**src/hw/rtl/hdbn_pkg.sv**
```systemverilog
// shared types and constants for the hdbn line encoder
package hdbn_pkg;

    // one line symbol, bit 0 positive pulse, bit 1 negative pulse
    typedef logic [1:0] t_sym;

    localparam t_sym SYM_SPACE = 2'b00;
    localparam t_sym SYM_POS   = 2'b01;
    localparam t_sym SYM_NEG   = 2'b10;

    // configuration register indexes
    typedef logic [1:0] t_cfg_idx;

    localparam t_cfg_idx CFG_ZERO_RUN_LIMIT  = 2'd0;
    localparam t_cfg_idx CFG_START_POSITIVE  = 2'd1;
    localparam t_cfg_idx CFG_FIRST_VIOL_NEG  = 2'd2;

    localparam int CFG_DATA_W = 3;

    // reset values of the configuration registers
    localparam logic [CFG_DATA_W-1:0] RST_ZERO_RUN_LIMIT = 3'd3;
    localparam logic                  RST_START_POSITIVE = 1'b1;
    localparam logic                  RST_FIRST_VIOL_NEG = 1'b1;

    // pulse symbol of the given polarity
    function automatic t_sym pulse_sym(input logic positive);
        return positive ? SYM_POS : SYM_NEG;
    endfunction

endpackage

```
**src/hw/rtl/hdbn_line_encoder_unit.sv**
```systemverilog
// top level of the hdbn line encoder
//
//  channel  | direction | handshake                  | payload
//  ---------+-----------+----------------------------+----------------------------------
//  s        | in        | i_s_tvalid / o_s_tready    | tdata[0] data bit, tuser start,
//           |           |                            | tlast end of message
//  m        | out       | o_m_tvalid / i_m_tready    | tdata[0] pos, tdata[1] neg,
//           |           |                            | tlast last symbol of the item
//  cfg      | in        | i_cfg_valid / o_cfg_ready  | i_cfg_index, i_cfg_data
//
// an item is coded in the cycle it is accepted; its 0 to MAX_RUN+1 symbols then
// leave the result register one per cycle while the output is ready, so a one-symbol
// item stream runs at one item per cycle and a longer burst holds the input off.
// a new item is taken in the cycle the last symbol of the previous burst is taken.
// reset is synchronous; it clears the line state and loads the register defaults.
// configuration writes are always ready; the input is held off while one is offered.
module hdbn_line_encoder_unit import hdbn_pkg::*; #(
    parameter int MAX_RUN = 4
) (
    input  logic                  i_clk,
    input  logic                  i_rst_n,
    input  logic                  i_s_tvalid,
    output logic                  o_s_tready,
    input  logic [7:0]            i_s_tdata,   // [0] data_bit, [7:1] zero
    input  logic                  i_s_tuser,   // [0] start_of_message
    input  logic                  i_s_tlast,   // end_of_message
    output logic                  o_m_tvalid,
    input  logic                  i_m_tready,
    output logic [7:0]            o_m_tdata,   // [0] pos_pulse, [1] neg_pulse, [7:2] zero
    output logic                  o_m_tlast,   // last_of_run
    input  logic                  i_cfg_valid,
    output logic                  o_cfg_ready,
    input  t_cfg_idx              i_cfg_index,
    input  logic [CFG_DATA_W-1:0] i_cfg_data
);

    localparam int CW = $clog2(MAX_RUN + 2);

    logic                  accept;
    logic                  load_ready;
    logic [MAX_RUN:0][1:0] burst_sym;
    logic [CW-1:0]         burst_len;
    t_sym                  out_sym;

    // a register write and an item never land on the same edge
    assign o_cfg_ready = 1'b1;
    assign o_s_tready  = load_ready && !i_cfg_valid;
    assign accept      = i_s_tvalid && o_s_tready;
    assign o_m_tdata   = {6'b0, out_sym};

    // line state and symbol burst
    hdbn_coder #(
        .MAX_RUN (MAX_RUN),
        .CW      (CW)
    ) u_coder (
        .i_clk       (i_clk),
        .i_rst_n     (i_rst_n),
        .i_cfg_we    (i_cfg_valid),
        .i_cfg_index (i_cfg_index),
        .i_cfg_data  (i_cfg_data),
        .i_accept    (accept),
        .i_data_bit  (i_s_tdata[0]),
        .i_start     (i_s_tuser),
        .i_end       (i_s_tlast),
        .o_burst_sym (burst_sym),
        .o_burst_len (burst_len)
    );

    // result register
    hdbn_burst_buf #(
        .MAX_RUN (MAX_RUN),
        .CW      (CW)
    ) u_buf (
        .i_clk        (i_clk),
        .i_rst_n      (i_rst_n),
        .i_load       (accept),
        .i_burst_sym  (burst_sym),
        .i_burst_len  (burst_len),
        .o_load_ready (load_ready),
        .o_valid      (o_m_tvalid),
        .i_ready      (i_m_tready),
        .o_sym        (out_sym),
        .o_last       (o_m_tlast)
    );

endmodule

```
**src/hw/rtl/hdbn_coder.sv**
```systemverilog
// encoder core: configuration, line state and symbol burst for one item
module hdbn_coder import hdbn_pkg::*; #(
    parameter int MAX_RUN = 4,
    parameter int CW      = 3
) (
    input  logic                    i_clk,
    input  logic                    i_rst_n,
    input  logic                    i_cfg_we,
    input  t_cfg_idx                i_cfg_index,
    input  logic [CFG_DATA_W-1:0]   i_cfg_data,
    input  logic                    i_accept,
    input  logic                    i_data_bit,
    input  logic                    i_start,
    input  logic                    i_end,
    output logic [MAX_RUN:0][1:0]   o_burst_sym,
    output logic [CW-1:0]           o_burst_len
);

    localparam int NW = (CW > CFG_DATA_W) ? CW : CFG_DATA_W;

    logic [CFG_DATA_W-1:0] r_limit;
    logic                  r_start_pos;
    logic                  r_last_pos, n_last_pos;
    logic                  r_viol_neg, n_viol_neg;
    logic [CW-1:0]         r_zc, n_zc;

    logic [NW-1:0]         limit_ext;
    logic [CW-1:0]         run_n;
    logic                  lp0;
    logic [CW-1:0]         zc0, zc1, excess, viol_at;
    logic                  subst, vp;

    // clamp the run limit into its legal range
    always_comb begin
        limit_ext = NW'(r_limit);
        if (limit_ext < NW'(2)) begin
            run_n = CW'(2);
        end else if (limit_ext > NW'(MAX_RUN)) begin
            run_n = CW'(MAX_RUN);
        end else begin
            run_n = limit_ext[CW-1:0];
        end
    end

    // burst build and next line state
    always_comb begin
        lp0     = i_start ? ~r_start_pos : r_last_pos;
        zc0     = i_start ? '0 : r_zc;
        zc1     = zc0 + CW'(1);
        vp      = ~r_viol_neg;
        subst   = (zc1 >= run_n + CW'(1));
        excess  = zc1 - (run_n + CW'(1));
        viol_at = excess + run_n;
        n_last_pos  = lp0;
        n_viol_neg  = r_viol_neg;
        n_zc        = zc1;
        o_burst_len = '0;
        o_burst_sym = '0;
        if (i_data_bit) begin
            // held zeros go out as spaces, then the alternate pulse
            n_last_pos  = ~lp0;
            n_zc        = '0;
            o_burst_len = zc0 + CW'(1);
            for (int i = 0; i <= MAX_RUN; i++) begin
                if (CW'(i) == zc0) begin
                    o_burst_sym[i] = pulse_sym(~lp0);
                end else begin
                    o_burst_sym[i] = SYM_SPACE;
                end
            end
        end else if (subst) begin
            // substitution group after any excess zeros
            n_last_pos  = vp;
            n_viol_neg  = ~r_viol_neg;
            n_zc        = '0;
            o_burst_len = zc1;
            for (int i = 0; i <= MAX_RUN; i++) begin
                if (CW'(i) == excess && lp0 != vp) begin
                    o_burst_sym[i] = pulse_sym(vp);
                end else if (CW'(i) == viol_at) begin
                    o_burst_sym[i] = pulse_sym(vp);
                end else begin
                    o_burst_sym[i] = SYM_SPACE;
                end
            end
        end else if (i_end) begin
            // end of message flushes held zeros as plain spaces
            n_zc        = '0;
            o_burst_len = zc1;
        end
    end

    // configuration and line state registers
    always_ff @(posedge i_clk) begin
        if (!i_rst_n) begin
            r_limit     <= RST_ZERO_RUN_LIMIT;
            r_start_pos <= RST_START_POSITIVE;
            r_last_pos  <= ~RST_START_POSITIVE;
            r_viol_neg  <= RST_FIRST_VIOL_NEG;
            r_zc        <= '0;
        end else if (i_cfg_we) begin
            unique case (i_cfg_index)
                CFG_ZERO_RUN_LIMIT: begin
                    r_limit <= i_cfg_data;
                end
                CFG_START_POSITIVE: begin
                    r_start_pos <= i_cfg_data[0];
                    r_last_pos  <= ~i_cfg_data[0];
                end
                CFG_FIRST_VIOL_NEG: begin
                    r_viol_neg <= i_cfg_data[0];
                end
                default: begin
                end
            endcase
        end else if (i_accept) begin
            r_last_pos <= n_last_pos;
            r_viol_neg <= n_viol_neg;
            r_zc       <= n_zc;
        end
    end

endmodule

```
**src/hw/rtl/hdbn_burst_buf.sv**
```systemverilog
// result register: holds one symbol burst and releases it a symbol per cycle while the output is ready
module hdbn_burst_buf import hdbn_pkg::*; #(
    parameter int MAX_RUN = 4,
    parameter int CW      = 3
) (
    input  logic                    i_clk,
    input  logic                    i_rst_n,
    input  logic                    i_load,
    input  logic [MAX_RUN:0][1:0]   i_burst_sym,
    input  logic [CW-1:0]           i_burst_len,
    output logic                    o_load_ready,
    output logic                    o_valid,
    input  logic                    i_ready,
    output t_sym                    o_sym,
    output logic                    o_last
);

    logic [MAX_RUN:0][1:0] r_sym, n_sym;
    logic [CW-1:0]         r_left, n_left;
    logic                  pop;

    assign o_valid      = (r_left != '0);
    assign pop          = o_valid && i_ready;
    assign o_sym        = r_sym[0];
    assign o_last       = (r_left == CW'(1));
    assign o_load_ready = (r_left == '0) || (o_last && i_ready);

    // shift out on a pop, reload on an item with symbols
    always_comb begin
        n_sym  = r_sym;
        n_left = r_left;
        if (pop) begin
            for (int i = 0; i < MAX_RUN; i++) begin
                n_sym[i] = r_sym[i+1];
            end
            n_sym[MAX_RUN] = SYM_SPACE;
            n_left         = r_left - CW'(1);
        end
        if (i_load && i_burst_len != '0) begin
            n_sym  = i_burst_sym;
            n_left = i_burst_len;
        end
    end

    always_ff @(posedge i_clk) begin
        if (!i_rst_n) begin
            r_left <= '0;
        end else begin
            r_left <= n_left;
        end
    end

    always_ff @(posedge i_clk) begin
        r_sym <= n_sym;
    end

endmodule

```
**config.mk**
```make
export PLATFORM = sky130hd
export DESIGN_NAME = hdbn_line_encoder_unit
export DESIGN_NICKNAME = d
export VERILOG_FILES = /design/src/hw/rtl/hdbn_pkg.sv /design/src/hw/rtl/hdbn_line_encoder_unit.sv /design/src/hw/rtl/hdbn_coder.sv /design/src/hw/rtl/hdbn_burst_buf.sv
export SDC_FILE = /design/constraint.sdc
export NUM_CORES = 1
export LEC_CHECK = 0
export BUFFER_PORTS_ARGS = -buffer_cell sky130_fd_sc_hd__buf_2
export CAP_MARGIN = 30
export CORE_MARGIN = 5
export CORE_UTILIZATION = 25
export DETAILED_ROUTE_END_ITERATION = 10
export PLACE_DENSITY_LB_ADDON = 0.3
export SYNTH_ARGS = -nofsm -noshare
export SYNTH_HDL_FRONTEND = slang
export SYNTH_SLANG_ARGS = --single-unit
export TNS_END_PERCENT = 30
```
**constraint.sdc**
```tcl
create_clock -name i_clk -period 3.1 [get_ports i_clk]
set_input_delay 0.31 -clock i_clk [delete_from_list [all_inputs] [get_ports i_clk]]
set_output_delay 0.31 -clock i_clk [all_outputs]
set_load 0.01 [all_outputs]
```
# Yosys cells after proc, flatten, opt, wreduce, memory -nomap -nowiden
# Cells that the tools add are included.
# word_totals
regBits,22
inputBits,20
elab_cells,113
# op_classes
addsub,5
order_cmp,3
eq_ne,19
mux,43
bitwise_logic,5
n_reduce_logical,27
# op_table
cell,n
two-way mux 10 bit,4
two-way mux 2 bit,17
two-way mux 3 bit,11
"== test 2 x 3 -> 1 bit, first input constant",6
zero test 3 bit,4
two-way mux 1 bit,11
logical AND 1 bit,10
"== test 1 x 3 -> 1 bit, first input constant",3
"== test 3 bit, first input constant",3
AND reduction 2 bit,4
"adder 3 x 1 -> 3 bit, second input constant",2
"inequality test 2 x 1 -> 1 bit, second input constant",3
nonzero test 2 bit,3
nonzero test 3 bit,2
NOT 1 bit,5
AND reduction 4 bit,1
adder 3 bit,1
"== test 3 x 1 -> 1 bit, second input constant",1
greater-or-equal comparator 3 bit,1
"greater-than comparator 3 bit, second input constant",1
"< comparator 3 x 2 -> 1 bit, second input constant",1
"subtractor 3 x 1 -> 3 bit, second input constant",1
subtractor 3 bit,1
"== test 2 x 1 -> 1 bit, second input constant",1
other kinds (5),5

# Logic depth before layout (Yosys ltp)
# logic_depth
ltp_word,12
mapped_depth,14
ltp_nobuf,12

# Hierarchy
# Synthesis repeated with hierarchy kept, for this count alone.
# hier_totals
hier_cells,184
hier_area_um2,1705.4
# by_module_without_submodules
module,instances,cells_per_inst,area_each_um2
hdbn_coder,1,121,942.2
hdbn_burst_buf,1,52,688.2
hdbn_line_encoder_unit,1,11,75.1

# Least setup slack after synthesis
# No wires, ideal clock.
# synth_timing
path_type,input -> register
startpoint,input port i_s_tuser
endpoint,"register u_buf.r_sym[6] (netlist name), data pin"
setup_time_ns,0.261
arrival_ns,2.710
required_time_ns,2.839
slack_ns,0.129
stages,10
cell_sequence,nand2b_1 > buf_4 > ha_1 > fa_1 > ha_1 > a21oi_1 > xnor3_1 > nor2_1 > a32o_1 > a221o_1
# synth_rtl
item,line_no,rtl
start: declaration,hdbn_line_encoder_unit.sv:25,"input logic i_s_tuser,"
end signal: assignment,hdbn_burst_buf.sv:54,r_sym <= n_sym;
end: declaration,hdbn_burst_buf.sv:18,"logic [MAX_RUN:0][1:0] r_sym, n_sym;"

# Worst setup path after layout
# layout_timing
startpoint,register u_coder.r_limit[2] (netlist: u_coder.limit_ext[2])
endpoint,"register u_buf.r_sym[9] (netlist name), data pin"
# layout_between
elab_chain_cells,12
elab_cells_between_ends,20
classes_between,add/sub: 3; order compare: 3; eq/ne: 2; mux: 9; reduce/logical: 3
# layout_lines
item,line_no,rtl
start: declaration,hdbn_coder.sv:21,logic [CFG_DATA_W-1:0] r_limit;
start signal: assignment,hdbn_coder.sv:104,r_limit <= i_cfg_data;
greater-than comparator 3 bit,hdbn_coder.sv:38,end else if (limit_ext > NW'(MAX_RUN)) begin
two-way mux 3 bit,hdbn_coder.sv:38,
two-way mux 3 bit (*),hdbn_coder.sv:36,if (limit_ext < NW'(2)) begin
adder 3 x 1 -> 3 bit,"hdbn_coder.sv:51, hdbn_coder.sv:52",
subtractor 3 bit,hdbn_coder.sv:52,excess = zc1 - (run_n + CW'(1));
adder 3 bit,hdbn_coder.sv:53,viol_at = excess + run_n;
== test 3 bit,hdbn_coder.sv:80,end else if (CW'(i) == viol_at) begin
two-way mux 2 bit,hdbn_coder.sv:80,
two-way mux 2 bit,hdbn_coder.sv:78,if (CW'(i) == excess && lp0 != vp) begin
two-way mux 10 bit,hdbn_coder.sv:71,end else if (subst) begin
two-way mux 10 bit,hdbn_coder.sv:59,if (i_data_bit) begin
two-way mux 10 bit (*),hdbn_burst_buf.sv:39,if (i_load && i_burst_len != '0) begin
# Mark *: on every way between the ends. The rest lies on a longest branch, timed or not.
# A chain may end at the register's enable or synchronous reset.

==> flow_summary.toml <==
[status]
status = "finished clean"

[drt]
drc = 0
top_layer_used = "met4"
wl_met1_um = 1810
routed_wl_um = 3770
dr.pass1.iters = 4
drt-vias-per-instance = 4.71
wire_per_inst_um = 12.7
wl_met3_um = 172
ant_nets = 0
drtIter0Drc = 57
vias = 1393
wl_met2_um = 1750

[worst_setup_path]
crit_type = "reg -> reg"
critPathRequiredTime_ps = 3100
crit_path_end_kind = "flop"
crit_arrival_ps = 2910
start_kind = "flop"
worst-r2r-cell-count = 12
cp_max_fo = 4

[place]
place.gp.congestion = 0.781
port_buffers = 17
hpwl_um = 3110
placed_area_um2 = 1920

[floorplanning]
dieHeight_um = 92.4
dieArea_um2 = 8530
die_w_um = 92.4
rows = 30
initial_utilization_pct = 25.4
num_io_pins = 32
core_region_area_um2 = 6680

[synth]
synth_cells = 190
synthArstFlopShare_pct = 0
syn_area_um2 = 1700
synth-seq-cells = 22
synth_area_leaders = "edfxtp_1, dfxtp_1, ha_1, buf_4, nand2_1"
netlist.top_cell.by_area = "edfxtp_1"
synth_warnings = 0
ys.flop_type = "dfxtp_1"
synth_edf_count = 10
yosysTopAreaCellShare_pct = 17.7
synth_cell_types = 48
ys_seq_area_share_pct = 31.9
syn_area_per_cell_um2 = 8.93

[layout]
final_net_count = 252
fin_area_um2 = 1990
num_antenna_cells = 0
drive_above_1_share_pct = 21.3
area_delta_synth_final_pct = 17.2

[clock_network]
max-clock-path-buffers = 2
clock_sinks = 22
clk_pin_slew_worst_paths_ps = 80
cts_buffers = 3
h-tree-depth = 1
cts_tree = "done"
cts-root-buf = "clkbuf_8"
clk_latency_ps = 260

[global_routing]
grt_pass1_wl_um = 6330
grt_max_degree = 14
overflow = 0
grt_antenna_before_repair = 0
grt_pass1_vias = 1349
groute.usage.overall_pct = 9.29

[sta]
drv_slew = 0
min_period_ps = 2900
relSlewSlack_pct = 57.3
max_freq_mhz = 344
period_share_pct = 93.7
fin_setup_tns_ps = 0
hold_viol_final = 0
tightest_slew_ps = 638
fin_skew_ps = 3.03
setup_viol = 0

[power_and_ir_drop]
seqPwrFrac_pct = 40.0
pwr-share-comb_pct = 38.3
p_per_area_nw_per_um2 = 488
leakage_nw = 0.870
sw_frac_of_total_pct = 33.5
switching_power_uw = 326
p_int_uw = 646
peakVddDrop_uv = 202
p_clk_share_pct = 21.7

[hold_path]
min_delay_path_depth = 3
min_path_type = "in -> reg"

[job]
drv_cap = 0
==> placed cells by master (no fill, tap or decap), types with 3 or more instances in the layout <==
master | Yosys | layout
a21oi_1 | 4 | 4
a22oi_1 | 3 | 3
and2_1 | 3 | 3
buf_2 | 1 | 17
buf_4 | 10 | 17
clkbuf_8 | 0 | 4
conb_1 | 2 | 7
dfxtp_1 | 12 | 12
edfxtp_1 | 10 | 10
ha_1 | 14 | 14
inv_1 | 14 | 14
mux2i_1 | 5 | 5
nand2_1 | 17 | 17
nand2b_1 | 6 | 6
nand3_1 | 10 | 10
nand4_1 | 3 | 3
nor2_1 | 8 | 8
nor2b_1 | 10 | 9
nor3_1 | 6 | 5
o211ai_1 | 3 | 3
o21ai_0 | 4 | 3
o221ai_1 | 4 | 4
==> metrics by stage <==
stage	power [mW]	hold slack, ps	utilization [%]	std cells	setup WS [ps]
after floorplan	0.657	426	-	195	129
after global placement	0.756	441	28.7	292	6.66
after detailed placement	0.763	442	28.7	292	-64.1
after CTS	0.978	247	29.5	296	88.6
after global routing	1.04	273	29.8	296	-13.1
final	0.971	262	29.8	296	196
==> layout make-up <==
cell class                      instances  area, um^2
Clock buffer                            4        55.1
Fill cell                             717        4690
Inverter                               14        52.6
Multi-Input combinational cell        142        1030
Sequential cell                        22         541
Tap cell                               80         100
Timing Repair Buffer                   34         213
==> layer usage <==
layer	global-route usage [%]	up-vias
li1	-	716
met1	11.6	647
met2	16.1	26
met3	2.19	4
met4	2.23	0
met5	0	-
==> timing repair <==
action,4_1_cts,5_1_grt
hold endpoints to repair,0,0
gates resized for setup,0,4
setup buffers,0,0
endpoints found under the setup margin,0,5
hold buffers,0,0
==> critical path, cell delays in order, from the launching register on <==
cell	delay [ps]
dfxtp_1	340
inv_1	50
nand3_1	110
inv_1	80
ha_1	270
inv_1	100
fa_1	450
ha_1	290
a21oi_1	160
xnor3_1	250
buf_4	170
a32oi_2	250
o22ai_1	130
==> synthesized netlist by cell type (4+ instances only) <==
| cell | instances |
|---|---|
| a21oi_1 | 4 |
| buf_4 | 10 |
| clkbuf_1 | 5 |
| dfxtp_1 | 12 |
| edfxtp_1 | 10 |
| ha_1 | 14 |
| inv_1 | 14 |
| mux2i_1 | 5 |
| nand2_1 | 17 |
| nand2b_1 | 6 |
| nand3_1 | 10 |
| nor2_1 | 8 |
| nor2b_1 | 10 |
| nor3_1 | 6 |
| o21ai_0 | 4 |
| o221ai_1 | 4 |
==> power groups by stage <==
stage          combinational [mW]  sequential, mW  clock, mW
2_1_floorplan               0.267           0.390          0
3_3_place_gp                0.363           0.394          0
3_5_place_dp                0.366           0.397          0
4_1_cts                     0.367           0.390      0.221
5_1_grt                     0.418           0.395      0.232
6_report                    0.372           0.389      0.211
==> final timing paths <==
| kind | slack, ps | startpoint | end |
|---|---|---|---|
| worst max-delay path | 200 | u_coder.limit_ext[2]$_SDFFE_PN0P_ | u_buf.r_sym[9]$_SDFFCE_PN0P_ |
| worst min register to register | 460 | u_coder.r_start_pos$_SDFFE_PN1P_ | u_coder.r_start_pos$_SDFFE_PN1P_ |
| worst min-delay path | 260 | i_cfg_data[1] | u_coder.limit_ext[1]$_SDFFE_PN1P_ |
| worst max register to register | 200 | u_coder.limit_ext[2]$_SDFFE_PN0P_ | u_buf.r_sym[9]$_SDFFCE_PN0P_ |
==> flip-flops by register name, summed over array words and instances (netlist names) <==
name / cells
u_coder.r_start_pos: 1
u_coder.r_zc: 3
u_coder.r_last_pos: 1
u_coder.r_viol_neg: 1
u_buf.o_sym: 2
u_buf.r_sym: 8
u_buf.r_left: 3
u_coder.limit_ext: 3
==> kinds of logic after synthesis <==
group           count (synthesis)  synth area share (%)
xor+xnor                        4                  3.32
other cells                     2                 0.443
flops                          22                  31.9
compound gates                 38                  17.8
buf+inv                        31                  9.59
fa+ha+maj                      15                  11.5
simple gates                   73                  22.6
mux                             5                  2.95
Power figures use the tool's default switching activity.
